<file path="config.mk">
export PLATFORM = sky130hd
export DESIGN_NAME = array_double_ended_queue_core
export DESIGN_NICKNAME = d
export VERILOG_FILES = /design/src/hw/rtl/adq_pkg.sv /design/src/hw/rtl/array_double_ended_queue_core.sv /design/src/hw/rtl/adq_ram.sv /design/src/hw/rtl/adq_fifo.sv /design/src/hw/rtl/adq_front.sv /design/src/hw/rtl/adq_back.sv
export SDC_FILE = /design/constraint.sdc
export NUM_CORES = 2
export LEC_CHECK = 0
export BUFFER_PORTS_ARGS = -buffer_cell sky130_fd_sc_hd__buf_2
export CAP_MARGIN = 20
export CELL_PAD_IN_SITES_DETAIL_PLACEMENT = 1
export CELL_PAD_IN_SITES_GLOBAL_PLACEMENT = 2
export CORE_UTILIZATION = 50
export CTS_CLUSTER_DIAMETER = 50
export DETAILED_ROUTE_END_ITERATION = 10
export PLACE_DENSITY_LB_ADDON = 0.1
export SYNTH_ARGS = -nofsm -noshare
export SYNTH_HDL_FRONTEND = slang
export SYNTH_MEMORY_MAX_BITS = 65536
export SYNTH_SLANG_ARGS = --single-unit
</file>
<file path="constraint.sdc">
create_clock -name clk -period 5.7 [get_ports clk]
set_input_delay 0.285 -clock clk [delete_from_list [all_inputs] [get_ports clk]]
set_output_delay 0.285 -clock clk [all_outputs]
set_load 0.01 [all_outputs]
</file>
<file path="src/hw/rtl/adq_pkg.sv">
// shared types and constants for the array deque
`timescale 1ns / 1ps
package adq_pkg;

  // operation codes carried by the mode field
  typedef enum logic [1:0] {
    MODE_PUSH_FRONT = 2'd0,
    MODE_POP_FRONT  = 2'd1,
    MODE_PUSH_REAR  = 2'd2,
    MODE_POP_REAR   = 2'd3
  } mode_t;

  // result status codes
  typedef enum logic [1:0] {
    ST_OK        = 2'd0,
    ST_REFUSED   = 2'd1,
    ST_UNDERFLOW = 2'd2
  } status_t;

  localparam int unsigned WORD_W    = 32;
  localparam int unsigned CAP_W     = 8;
  localparam logic [CAP_W-1:0] CAP_RESET = 8'd128;
  localparam int unsigned CMD_DEPTH = 2;
  localparam int unsigned OUT_DEPTH = 4;

  // config register select (paddr bit above the byte offset)
  localparam logic CFG_REG_CAPACITY = 1'b0;

  // work handed from the front to the back, slot address travels beside it
  typedef struct packed {
    logic              rd;
    logic              wr;
    logic [WORD_W-1:0] data;
    status_t           status;
    logic              now_empty;
  } cmd_info_t;

  // one finished transaction waiting on the result side
  typedef struct packed {
    logic [WORD_W-1:0] value;
    status_t           status;
    logic              now_empty;
  } res_t;

endpackage

</file>
<file path="src/hw/rtl/array_double_ended_queue_core.sv">
// top level of the array deque: config port, front, command queue, back
`timescale 1ns / 1ps
// Linear double-ended queue of signed 32-bit words over DEPTH slots, of which
// the capacity register selects how many are in use (0 acts as 1, values above
// DEPTH act as DEPTH). Each transaction is one push or pop at the front or the
// rear and yields exactly one result with the popped word, a status and the
// empty flag. The front part accepts one transaction per cycle while its
// two-entry command queue has room; the back part makes one access per cycle
// to the single-port slot memory, so the sustained rate is one transaction per
// clock when pop keeps up. A result passes the command queue, the registered
// slot read and the result queue before it is visible; a four-entry result queue
// lets input continue while results wait. Slots need no clearing after reset.
module array_double_ended_queue_core #(
  parameter int unsigned DEPTH = 128
) (
  input  logic                clk,
  input  logic                rst_n,
  // input channel
  input  logic                push,
  output logic                full,
  input  logic [1:0]          in_mode,
  input  logic signed [31:0]  in_value_in,
  // result channel
  output logic                empty,
  input  logic                pop,
  output logic signed [31:0]  out_value_out,
  output logic [1:0]          out_status,
  output logic                out_now_empty,
  // configuration port
  input  logic                psel,
  input  logic                penable,
  input  logic                pwrite,
  input  logic [2:0]          paddr,
  input  logic [31:0]         pwdata,
  output logic [31:0]         prdata,
  output logic                pready
);
  import adq_pkg::*;

  localparam int unsigned IW = $clog2(DEPTH);
  localparam int unsigned CQ_W = $bits(cmd_info_t) + IW;
  localparam int unsigned CQ_CW = $clog2(CMD_DEPTH + 1);

  logic [CAP_W-1:0] capacity_r;
  logic             cfg_wr;
  logic             accept;
  cmd_info_t        f_info;
  logic [IW-1:0]    f_addr;
  logic [CQ_W-1:0]  cq_out;
  logic             cq_empty;
  logic [CQ_CW-1:0] cq_count;
  cmd_info_t        b_info;
  logic [IW-1:0]    b_addr;
  logic             b_take;
  res_t             res;

  // configuration register
  assign pready = 1'b1;
  assign cfg_wr = psel && penable && pwrite && pready && (paddr[2] == CFG_REG_CAPACITY);

  always_ff @(posedge clk) begin
    if (!rst_n) begin
      capacity_r <= CAP_RESET;
    end else if (cfg_wr) begin
      capacity_r <= pwdata[CAP_W-1:0];
    end
  end

  assign prdata = (paddr[2] == CFG_REG_CAPACITY) ? 32'(capacity_r) : '0;

  // front part
  assign accept = push && !full;

  adq_front #(
    .DEPTH(DEPTH)
  ) u_front (
    .clk     (clk),
    .rst_n   (rst_n),
    .accept  (accept),
    .mode    (in_mode),
    .value_in(in_value_in),
    .capacity(capacity_r),
    .cmd_info(f_info),
    .cmd_addr(f_addr)
  );

  // command queue between front and back
  adq_fifo #(
    .WIDTH(CQ_W),
    .DEPTH(CMD_DEPTH)
  ) u_cmd_q (
    .clk    (clk),
    .rst_n  (rst_n),
    .wr_en  (accept),
    .wr_data({f_addr, f_info}),
    .rd_en  (b_take),
    .rd_data(cq_out),
    .empty  (cq_empty),
    .full   (full),
    .count  (cq_count)
  );

  assign b_info = cmd_info_t'(cq_out[$bits(cmd_info_t)-1:0]);
  assign b_addr = cq_out[CQ_W-1 -: IW];

  // back part
  adq_back #(
    .DEPTH(DEPTH)
  ) u_back (
    .clk      (clk),
    .rst_n    (rst_n),
    .cmd_valid(!cq_empty),
    .cmd_info (b_info),
    .cmd_addr (b_addr),
    .cmd_take (b_take),
    .res_pop  (pop),
    .res      (res),
    .res_empty(empty)
  );

  assign out_value_out = res.value;
  assign out_status    = res.status;
  assign out_now_empty = res.now_empty;

  logic unused_cq_count;
  assign unused_cq_count = ^cq_count;

endmodule

</file>
<file path="src/hw/rtl/adq_ram.sv">
// generic single-port ram with registered read data
`timescale 1ns / 1ps
module adq_ram #(
  parameter int unsigned WIDTH = 32,
  parameter int unsigned DEPTH = 128
) (
  input  logic                     clk,
  input  logic                     we,
  input  logic [$clog2(DEPTH)-1:0] addr,
  input  logic [WIDTH-1:0]         wdata,
  output logic [WIDTH-1:0]         rdata
);

  logic [WIDTH-1:0] mem [DEPTH];

  // one access per cycle
  always_ff @(posedge clk) begin
    if (we) begin
      mem[addr] <= wdata;
    end
    rdata <= mem[addr];
  end

endmodule

</file>
<file path="src/hw/rtl/adq_fifo.sv">
// small register queue used between stages
`timescale 1ns / 1ps
module adq_fifo #(
  parameter int unsigned WIDTH = 8,
  parameter int unsigned DEPTH = 2
) (
  input  logic                       clk,
  input  logic                       rst_n,
  input  logic                       wr_en,
  input  logic [WIDTH-1:0]           wr_data,
  input  logic                       rd_en,
  output logic [WIDTH-1:0]           rd_data,
  output logic                       empty,
  output logic                       full,
  output logic [$clog2(DEPTH+1)-1:0] count
);

  localparam int unsigned AW = $clog2(DEPTH);
  localparam int unsigned CW = $clog2(DEPTH + 1);

  logic [WIDTH-1:0] entry_r [DEPTH];
  logic [AW-1:0]    wr_ptr_r, wr_ptr_nxt;
  logic [AW-1:0]    rd_ptr_r, rd_ptr_nxt;
  logic [CW-1:0]    cnt_r, cnt_nxt;
  logic             do_wr, do_rd;

  assign empty   = (cnt_r == '0);
  assign full    = (cnt_r == CW'(DEPTH));
  assign count   = cnt_r;
  assign rd_data = entry_r[rd_ptr_r];
  assign do_wr   = wr_en && !full;
  assign do_rd   = rd_en && !empty;

  // pointer and count update
  always_comb begin
    wr_ptr_nxt = wr_ptr_r;
    rd_ptr_nxt = rd_ptr_r;
    cnt_nxt    = cnt_r;
    if (do_wr) begin
      wr_ptr_nxt = (wr_ptr_r == AW'(DEPTH - 1)) ? '0 : wr_ptr_r + 1'b1;
    end
    if (do_rd) begin
      rd_ptr_nxt = (rd_ptr_r == AW'(DEPTH - 1)) ? '0 : rd_ptr_r + 1'b1;
    end
    if (do_wr && !do_rd) begin
      cnt_nxt = cnt_r + 1'b1;
    end else if (do_rd && !do_wr) begin
      cnt_nxt = cnt_r - 1'b1;
    end
  end

  always_ff @(posedge clk) begin
    if (!rst_n) begin
      wr_ptr_r <= '0;
      rd_ptr_r <= '0;
      cnt_r    <= '0;
    end else begin
      wr_ptr_r <= wr_ptr_nxt;
      rd_ptr_r <= rd_ptr_nxt;
      cnt_r    <= cnt_nxt;
    end
  end

  // storage, no reset needed
  always_ff @(posedge clk) begin
    if (do_wr) begin
      entry_r[wr_ptr_r] <= wr_data;
    end
  end

endmodule

</file>
<file path="src/hw/rtl/adq_front.sv">
// front part: holds the indices, decides each operation and its status
`timescale 1ns / 1ps
module adq_front #(
  parameter int unsigned DEPTH = 128
) (
  input  logic                       clk,
  input  logic                       rst_n,
  input  logic                       accept,
  input  logic [1:0]                 mode,
  input  logic [adq_pkg::WORD_W-1:0] value_in,
  input  logic [adq_pkg::CAP_W-1:0]  capacity,
  output adq_pkg::cmd_info_t         cmd_info,
  output logic [$clog2(DEPTH)-1:0]   cmd_addr
);
  import adq_pkg::*;

  localparam int unsigned IW = $clog2(DEPTH);
  localparam int unsigned UW = ((IW > CAP_W) ? IW : CAP_W) + 1;

  logic [IW-1:0] head_r, head_nxt;
  logic [IW-1:0] tail_r, tail_nxt;
  logic          empty_r, empty_nxt;
  logic [UW-1:0] cap_ext, usable_cap, tail_plus;
  logic          rear_room;

  // capacity clamped to 1..DEPTH
  always_comb begin
    cap_ext = UW'(capacity);
    if (cap_ext == '0) begin
      usable_cap = UW'(1);
    end else if (cap_ext > UW'(DEPTH)) begin
      usable_cap = UW'(DEPTH);
    end else begin
      usable_cap = cap_ext;
    end
    tail_plus = UW'(tail_r) + UW'(1);
    rear_room = (tail_plus < usable_cap);
  end

  // classify the operation and update indices
  always_comb begin
    head_nxt           = head_r;
    tail_nxt           = tail_r;
    empty_nxt          = empty_r;
    cmd_addr           = '0;
    cmd_info.rd        = 1'b0;
    cmd_info.wr        = 1'b0;
    cmd_info.data      = value_in;
    cmd_info.status    = ST_OK;
    unique case (mode_t'(mode))
      MODE_PUSH_FRONT: begin
        if (empty_r) begin
          head_nxt    = '0;
          tail_nxt    = '0;
          empty_nxt   = 1'b0;
          cmd_info.wr = 1'b1;
        end else if (head_r == '0) begin
          cmd_info.status = ST_REFUSED;
        end else begin
          head_nxt    = head_r - 1'b1;
          cmd_addr    = head_r - 1'b1;
          cmd_info.wr = 1'b1;
        end
      end
      MODE_PUSH_REAR: begin
        if (empty_r) begin
          head_nxt    = '0;
          tail_nxt    = '0;
          empty_nxt   = 1'b0;
          cmd_info.wr = 1'b1;
        end else if (rear_room) begin
          tail_nxt    = tail_r + 1'b1;
          cmd_addr    = tail_r + 1'b1;
          cmd_info.wr = 1'b1;
        end else begin
          cmd_info.status = ST_REFUSED;
        end
      end
      MODE_POP_FRONT: begin
        if (empty_r) begin
          cmd_info.status = ST_UNDERFLOW;
        end else begin
          cmd_addr    = head_r;
          cmd_info.rd = 1'b1;
          if (head_r == tail_r) begin
            head_nxt  = '0;
            tail_nxt  = '0;
            empty_nxt = 1'b1;
          end else begin
            head_nxt = head_r + 1'b1;
          end
        end
      end
      MODE_POP_REAR: begin
        if (empty_r) begin
          cmd_info.status = ST_UNDERFLOW;
        end else begin
          cmd_addr    = tail_r;
          cmd_info.rd = 1'b1;
          if (head_r == tail_r) begin
            head_nxt  = '0;
            tail_nxt  = '0;
            empty_nxt = 1'b1;
          end else begin
            tail_nxt = tail_r - 1'b1;
          end
        end
      end
      default: begin
        cmd_info.status = ST_OK;
      end
    endcase
    cmd_info.now_empty = empty_nxt;
  end

  // index state
  always_ff @(posedge clk) begin
    if (!rst_n) begin
      head_r  <= '0;
      tail_r  <= '0;
      empty_r <= 1'b1;
    end else if (accept) begin
      head_r  <= head_nxt;
      tail_r  <= tail_nxt;
      empty_r <= empty_nxt;
    end
  end

endmodule

</file>
<file path="src/hw/rtl/adq_back.sv">
// back part: runs slot reads and writes and queues the results
`timescale 1ns / 1ps
module adq_back #(
  parameter int unsigned DEPTH = 128
) (
  input  logic                       clk,
  input  logic                       rst_n,
  input  logic                       cmd_valid,
  input  adq_pkg::cmd_info_t         cmd_info,
  input  logic [$clog2(DEPTH)-1:0]   cmd_addr,
  output logic                       cmd_take,
  input  logic                       res_pop,
  output adq_pkg::res_t              res,
  output logic                       res_empty
);
  import adq_pkg::*;

  localparam int unsigned OCW = $clog2(OUT_DEPTH + 1);

  logic              s1_valid_r;
  logic              s1_rd_r;
  status_t           s1_status_r;
  logic              s1_now_empty_r;
  logic [WORD_W-1:0] ram_rdata;
  logic [OCW-1:0]    out_cnt;
  logic [OCW:0]      reserved;
  res_t              res_in;
  logic              out_full;

  // issue only when the result queue has a place for it
  assign reserved = (OCW + 1)'(out_cnt) + (OCW + 1)'(s1_valid_r);
  assign cmd_take = cmd_valid && (reserved < (OCW + 1)'(OUT_DEPTH));

  adq_ram #(
    .WIDTH(WORD_W),
    .DEPTH(DEPTH)
  ) u_slots (
    .clk  (clk),
    .we   (cmd_take && cmd_info.wr),
    .addr (cmd_addr),
    .wdata(cmd_info.data),
    .rdata(ram_rdata)
  );

  // control for the access in flight
  always_ff @(posedge clk) begin
    if (!rst_n) begin
      s1_valid_r <= 1'b0;
    end else begin
      s1_valid_r <= cmd_take;
    end
  end

  always_ff @(posedge clk) begin
    if (cmd_take) begin
      s1_rd_r        <= cmd_info.rd;
      s1_status_r    <= cmd_info.status;
      s1_now_empty_r <= cmd_info.now_empty;
    end
  end

  // assemble the result transaction
  always_comb begin
    res_in.value     = s1_rd_r ? ram_rdata : '0;
    res_in.status    = s1_status_r;
    res_in.now_empty = s1_now_empty_r;
  end

  adq_fifo #(
    .WIDTH($bits(res_t)),
    .DEPTH(OUT_DEPTH)
  ) u_res_q (
    .clk    (clk),
    .rst_n  (rst_n),
    .wr_en  (s1_valid_r),
    .wr_data(res_in),
    .rd_en  (res_pop),
    .rd_data(res),
    .empty  (res_empty),
    .full   (out_full),
    .count  (out_cnt)
  );

  logic unused_full;
  assign unused_full = out_full;

endmodule

</file>
Word-level counts from Yosys, hierarchy flattened
Memory sizes are Yosys's and may differ from the RTL's. A register that Yosys moved wholly into a read port is not among the register bits.
Index checks and enable logic that the tools add are counted.

storage, ports and cells
  bits in writable memories = 4324
  memories kept = 3
  word-level logic and storage cells = 139
  latch bits = 0
  output and inout bits = 70
  bits in registers = 39
  bits in read-only memories = 0
  input port bits = 76

memories
  memory                  words  bits a word  read ports  clocked after Yosys merged registers in  write ports  line            text
  u_back.u_slots.mem      128    32           1           1                                        1            adq_ram.sv:14   logic [WIDTH-1:0] mem [DEPTH];
  u_back.u_res_q.entry_r  4      35           1           1                                        1            adq_fifo.sv:21  logic [WIDTH-1:0] entry_r [DEPTH];
  u_cmd_q.entry_r         2      44           1           1                                        1            adq_fifo.sv:21

operators by class
  add/sub/neg operators = 14
  multiply operators = 0
  magnitude comparators = 3
  div/mod/pow operators = 0
  reductions and logical operators = 33
  equal/unequal tests = 14
  bitwise logic cells = 1
  muxes and demuxes = 57
  shifts and indexed selects = 0

operator list
  kind                                                                 number
  7-bit 2-to-1 mux                                                     16
  7-bit case mux with 4 select lines                                   3
  32-bit 2-to-1 mux                                                    1
  1-bit 2-to-1 mux                                                     20
  2-bit 2-to-1 mux                                                     9
  8-bit 2-to-1 mux                                                     2
  7-bit by 1-bit adder with 7-bit output (second input constant)       2
  1-bit logical AND                                                    14
  7-bit by 1-bit subtractor with 7-bit output (second input constant)  2
  2-bit == test (second input constant)                                5
  5-bit AND reduction                                                  2
  9-bit < comparator                                                   1
  9-bit 2-to-1 mux                                                     1
  7-bit by 1-bit adder with 8-bit output (second input constant)       1
  8-bit > comparator (second input constant)                           1
  1-bit zero test                                                      8
  8-bit zero test                                                      1
  7-bit == test                                                        1
  7-bit zero test                                                      1
  2-bit by 1-bit adder with 2-bit output (second input constant)       3
  3-bit 2-to-1 mux                                                     2
  2-bit case mux with 3 select lines                                   1
  3-bit by 1-bit adder with 4-bit output                               1
  2-bit zero test                                                      2
  16 further kinds                                                     22

Depth between registers and ports, before layout
  depth in word-level cells = 8
  gate-level depth with buffers = 11

Modules after synthesis
Synthesis repeated with hierarchy kept, for this count alone.

second synthesis, totals
  cells, all modules = 9767
  area, all modules = 169388.7 µm²

modules (own cells, without submodules)
  module                         area each (µm²)  instances  cells an instance
  adq_ram                        157257.1         1          8954
  adq_fifo at u_back.u_res_q     5582.9           1          234
  adq_fifo at u_cmd_q            3407.0           1          162
  adq_front                      2099.5           1          299
  array_double_ended_queue_core  605.6            1          72
  adq_back                       436.7            1          46

Worst setup path after synthesis
OpenSTA, ideal clock, no wires.

  kind = register to register
  start point = mem u_cmd_q.entry_r[1][37] (netlist bit)
  end point = mem u_back.u_slots.mem[64][0], enable pin
  cell stages (with the launch flop) = 10
  arrival = 3421 ps
  required time = 5279 ps
  slack = 1857 ps
  buffers on the path = 5
  cell sequence = edfxtp_1 > buf_2 > nor4b_2 > or2_1 > buf_2 > buf_2 > buf_2 > nand2_1 > clkbuf_1 > nor2_1

RTL lines
  what         line
  from (decl)  adq_fifo.sv:21
  to (decl)    adq_ram.sv:14

==> run summary <==
CTS tree: built
final hold violations: 0
WL/cell: 39.24 µm
Root Driver: clkbuf_16
CTS sink cnt: 4398
Avg Vias per Cell: 6.781
Synth Instances: 8509
CP endpoint: u_back.u_slots.mem[68][16]
starting density of the core: 0.5038
FFs w/ async S/R, synth: 0
count of final setup violators: 0
core area: 321700 µm²
number of global-route vias before repair: 94748
crit share post-route: 0.7691
DRT iter0 DRCs: 13668
crit path kind: flop to flop
synthesized area per cell: 19.04 µm²
initial antenna violation count: 35
internal reg-to-reg setup slack: 1.32 ns
MaxCap Viol Count: 0
multiplexer area fraction after synthesis: 0.03529
die area: 326400 µm²
net switching power: 25.74 mW
Area contributors post-synth: edfxtp_1, a22oi_1, mux2i_1
Mapped Area: 162000 µm²
outcome: completed
simple logic cell fraction of the synthesized area: 0.01311
RSZ-0062 raised after global routing: false
cell internal pwr: 62.58 mW
All-Layer GR Usage: 0.3274
Nets: 9146
DR vias: 93355
CTS HTree Levels: 5
Yosys warnings: 0
count of unique library cells instantiated by Yosys: 71
Final HPWL DP: 298200 µm
Synth Register Bits: 4398
drt pass-1 iters: 8
WHS: 0.06521 ns
final WL: 540200 µm
Die W: 571.3 µm
part of the power in registers: 0.446
Routed Antenna Nets: 0
post-synth top area share: 0.8020
Setup crit start kind: flop
CP endpoint kind: flop
gpl congestion: 0.8143
Top FF cell, synth: edfxtp_1
VDD IR-drop max: 0.0004392 V
relative slew slack: 0.1604
drt drc: 0
setup TNS: 0 ns
clock power share: 0.359
# port buffers: 94
clock-pin slew on the worst setup and hold paths: 0.06 ns
Sw Ratio: 0.2914
largest net degree at the start of global routing: 129
largest family of logic cells by synthesized area: compound AO/OA/AOI/OAI gates
largest area contributor in the netlist: edfxtp_1
Post-Place Worst Slack: 1.364 ns
first-pass GRT wire length: 743600 µm
final slew viol count: 0
worst flop-to-flop path endpoint: u_back.u_slots.mem[68][16]
Min-Delay Path Class: input port to flop
Worst EP required: 6.37 ns
synth cell count leaders: edfxtp_1, a22oi_1, mux2i_1
top-count cell post-synth: edfxtp_1
share of cells above drive strength 1: 0.1636
clk_skew: 0.05019 ns
Post-synth EDFFs: 4328
Pleak: 59.07 nW
Post-Synth XOR/XNOR Area: 0.001351
die height: 571.3 µm
clk_lat worst skew: 0.99 ns
Logic pwr share: 0.196
fin worst setup slack: 1.316 ns
global route overflow: 0
Critical Path AT: 5.05 ns
worst-margin pin slew: 1.243 ns
R2R cell count: 6
register area share after synthesis: 0.8107
Period minus WS final: 4.384 ns
Cell Pwr Density: 469.1 nW/µm²
CTS Buf Count: 483
Final Power: 88.32 mW
highest clock rate: 0.2281 GHz
Max clock buf depth: 4
Compound-Gate Fraction of Synth Area: 0.1204
area delta synth->final: 16.19%
I/O pin total: 146
critical path peak fanout: 40
adder-cell share of the synthesized area: 0.001513
Rows: 208
[cell families (layout without fill, tap and decap cells)]
family | Yosys count | count (layout)
adder cells (fa/ha/maj) | 19 | 19
AO/OA/AOI/OAI | 2492 | 2492
flip-flops | 4398 | 4398
other | 2 | 46
XOR/XNOR | 25 | 25
AND/OR/NAND/NOR | 423 | 423
buffers and inverters | 627 | 1536
multiplexers | 523 | 523
[cell type report]
class                   count  area (µm²)
fillers                 27380      133400
flip-flops and latches   4398      131400
multi-input cells        3507       29500
clock buffers             570       12600
repair buffers            640        5828
well taps                4305        5386
clock inverters           305        3460
inverters                  21       78.83
diodes                     21       52.55
[routing by layer]
layer,up-vias,global-route usage,share of wire
li1,37421,-,-
met1,49958,0.4460,0.39
met5,-,0,0.00023
met3,907,0.06374,0.093
met2,5053,0.5226,0.47
met4,16,0.1290,0.044
[worst max-delay path, cell delays in order, from the launching register on]
cell and delay, ns:
dfxtp_4 0.77, and4bb_4 0.54, or2_4 0.97, nand2_2 0.16
buf_4 0.39, nor2_4 0.81, buf_12 0.29
[worst min path at each step]
stage / start / end / slack, ns / depth (start not counted)
6_report: in_value_in[28] / u_cmd_q.entry_r[1][31] / 0.07 / 2
5_1_grt: in_value_in[16] / u_cmd_q.entry_r[1][19] / 0.05 / 2
4_1_cts: in_value_in[16] / u_cmd_q.entry_r[1][19] / 0.007 / 2
3_5_place_dp: in_value_in[10] / u_cmd_q.entry_r[0][13] / 0.48 / 1
3_3_place_gp: capacity_r[0] / capacity_r[0] / 0.47 / 2
2_1_floorplan: in_value_in[7] / u_cmd_q.entry_r[0][10] / 0.38 / 0
[repair_timing]
action | 4_1_cts | 5_1_grt
resized for setup | 0 | 0
setup buffers | 0 | 0
hold buffers | 79 | 0
hold endpoints to repair | 107 | 0
[registers in the layout, indices dropped and copies added, names as in the netlist, 3 cells and up, named ones only]
name,cells
capacity_r,8
u_front.head_r,7
u_back.u_res_q.entry_r,140
u_cmd_q.entry_r,88
u_back.u_slots.rdata,32
u_back.u_slots.mem,4096
u_front.tail_r,7
u_back.u_res_q.count,3
[layout by cell type (no fill, tap or decap), types with 14 or more instances in the layout]
cell type / instances
a21oi_1: 26
a222oi_1: 242
a22oi_1: 986
a2bb2oi_1: 444
a31oi_1: 367
a41oi_1: 152
and2_1: 35
and4_1: 17
buf_12: 79
buf_2: 97
buf_4: 381
bufinv_16: 70
clkbuf_1: 77
clkbuf_16: 491
clkinv_1: 89
clkinv_2: 83
clkinvlp_4: 25
conb_1: 25
dfxtp_1: 68
diode_2: 21
dlygate4sd3_1: 79
edfxtp_1: 4328
ha_1: 18
inv_1: 20
inv_6: 17
mux2_4: 32
mux2i_1: 451
mux4_2: 35
nand2_1: 67
nand3_1: 20
nand4_1: 36
nor2_1: 38
nor2_4: 129
nor3_1: 14
o21ai_0: 84
o41ai_1: 96
o41ai_2: 32
xnor2_1: 16
[power groups by stage]
stage | Sequential, mW | Combinational, mW | Clock, mW
after floorplan | 39.8 | 8.66 | 0
after global placement | 40.0 | 16.6 | 0
after detailed placement | 40.0 | 17.0 | 0
after CTS | 39.3 | 17.1 | 32.0
after global routing | 39.4 | 17.9 | 33.1
final | 39.3 | 17.3 | 31.7
[stage by stage]
| stage | instances | utilization | cell area, µm² |
|---|---|---|---|
| 2_1_floorplan | 8532 | - | 162100 |
| 3_3_place_gp | 12783 | 0.5322 | 171200 |
| 3_5_place_dp | 12791 | 0.5327 | 171300 |
| 4_1_cts | 13745 | 0.5851 | 188200 |
| 5_1_grt | 13752 | 0.5852 | 188200 |
| 6_report | 13767 | 0.5853 | 188300 |
Note: power is estimated with default switching activity, not from simulation.
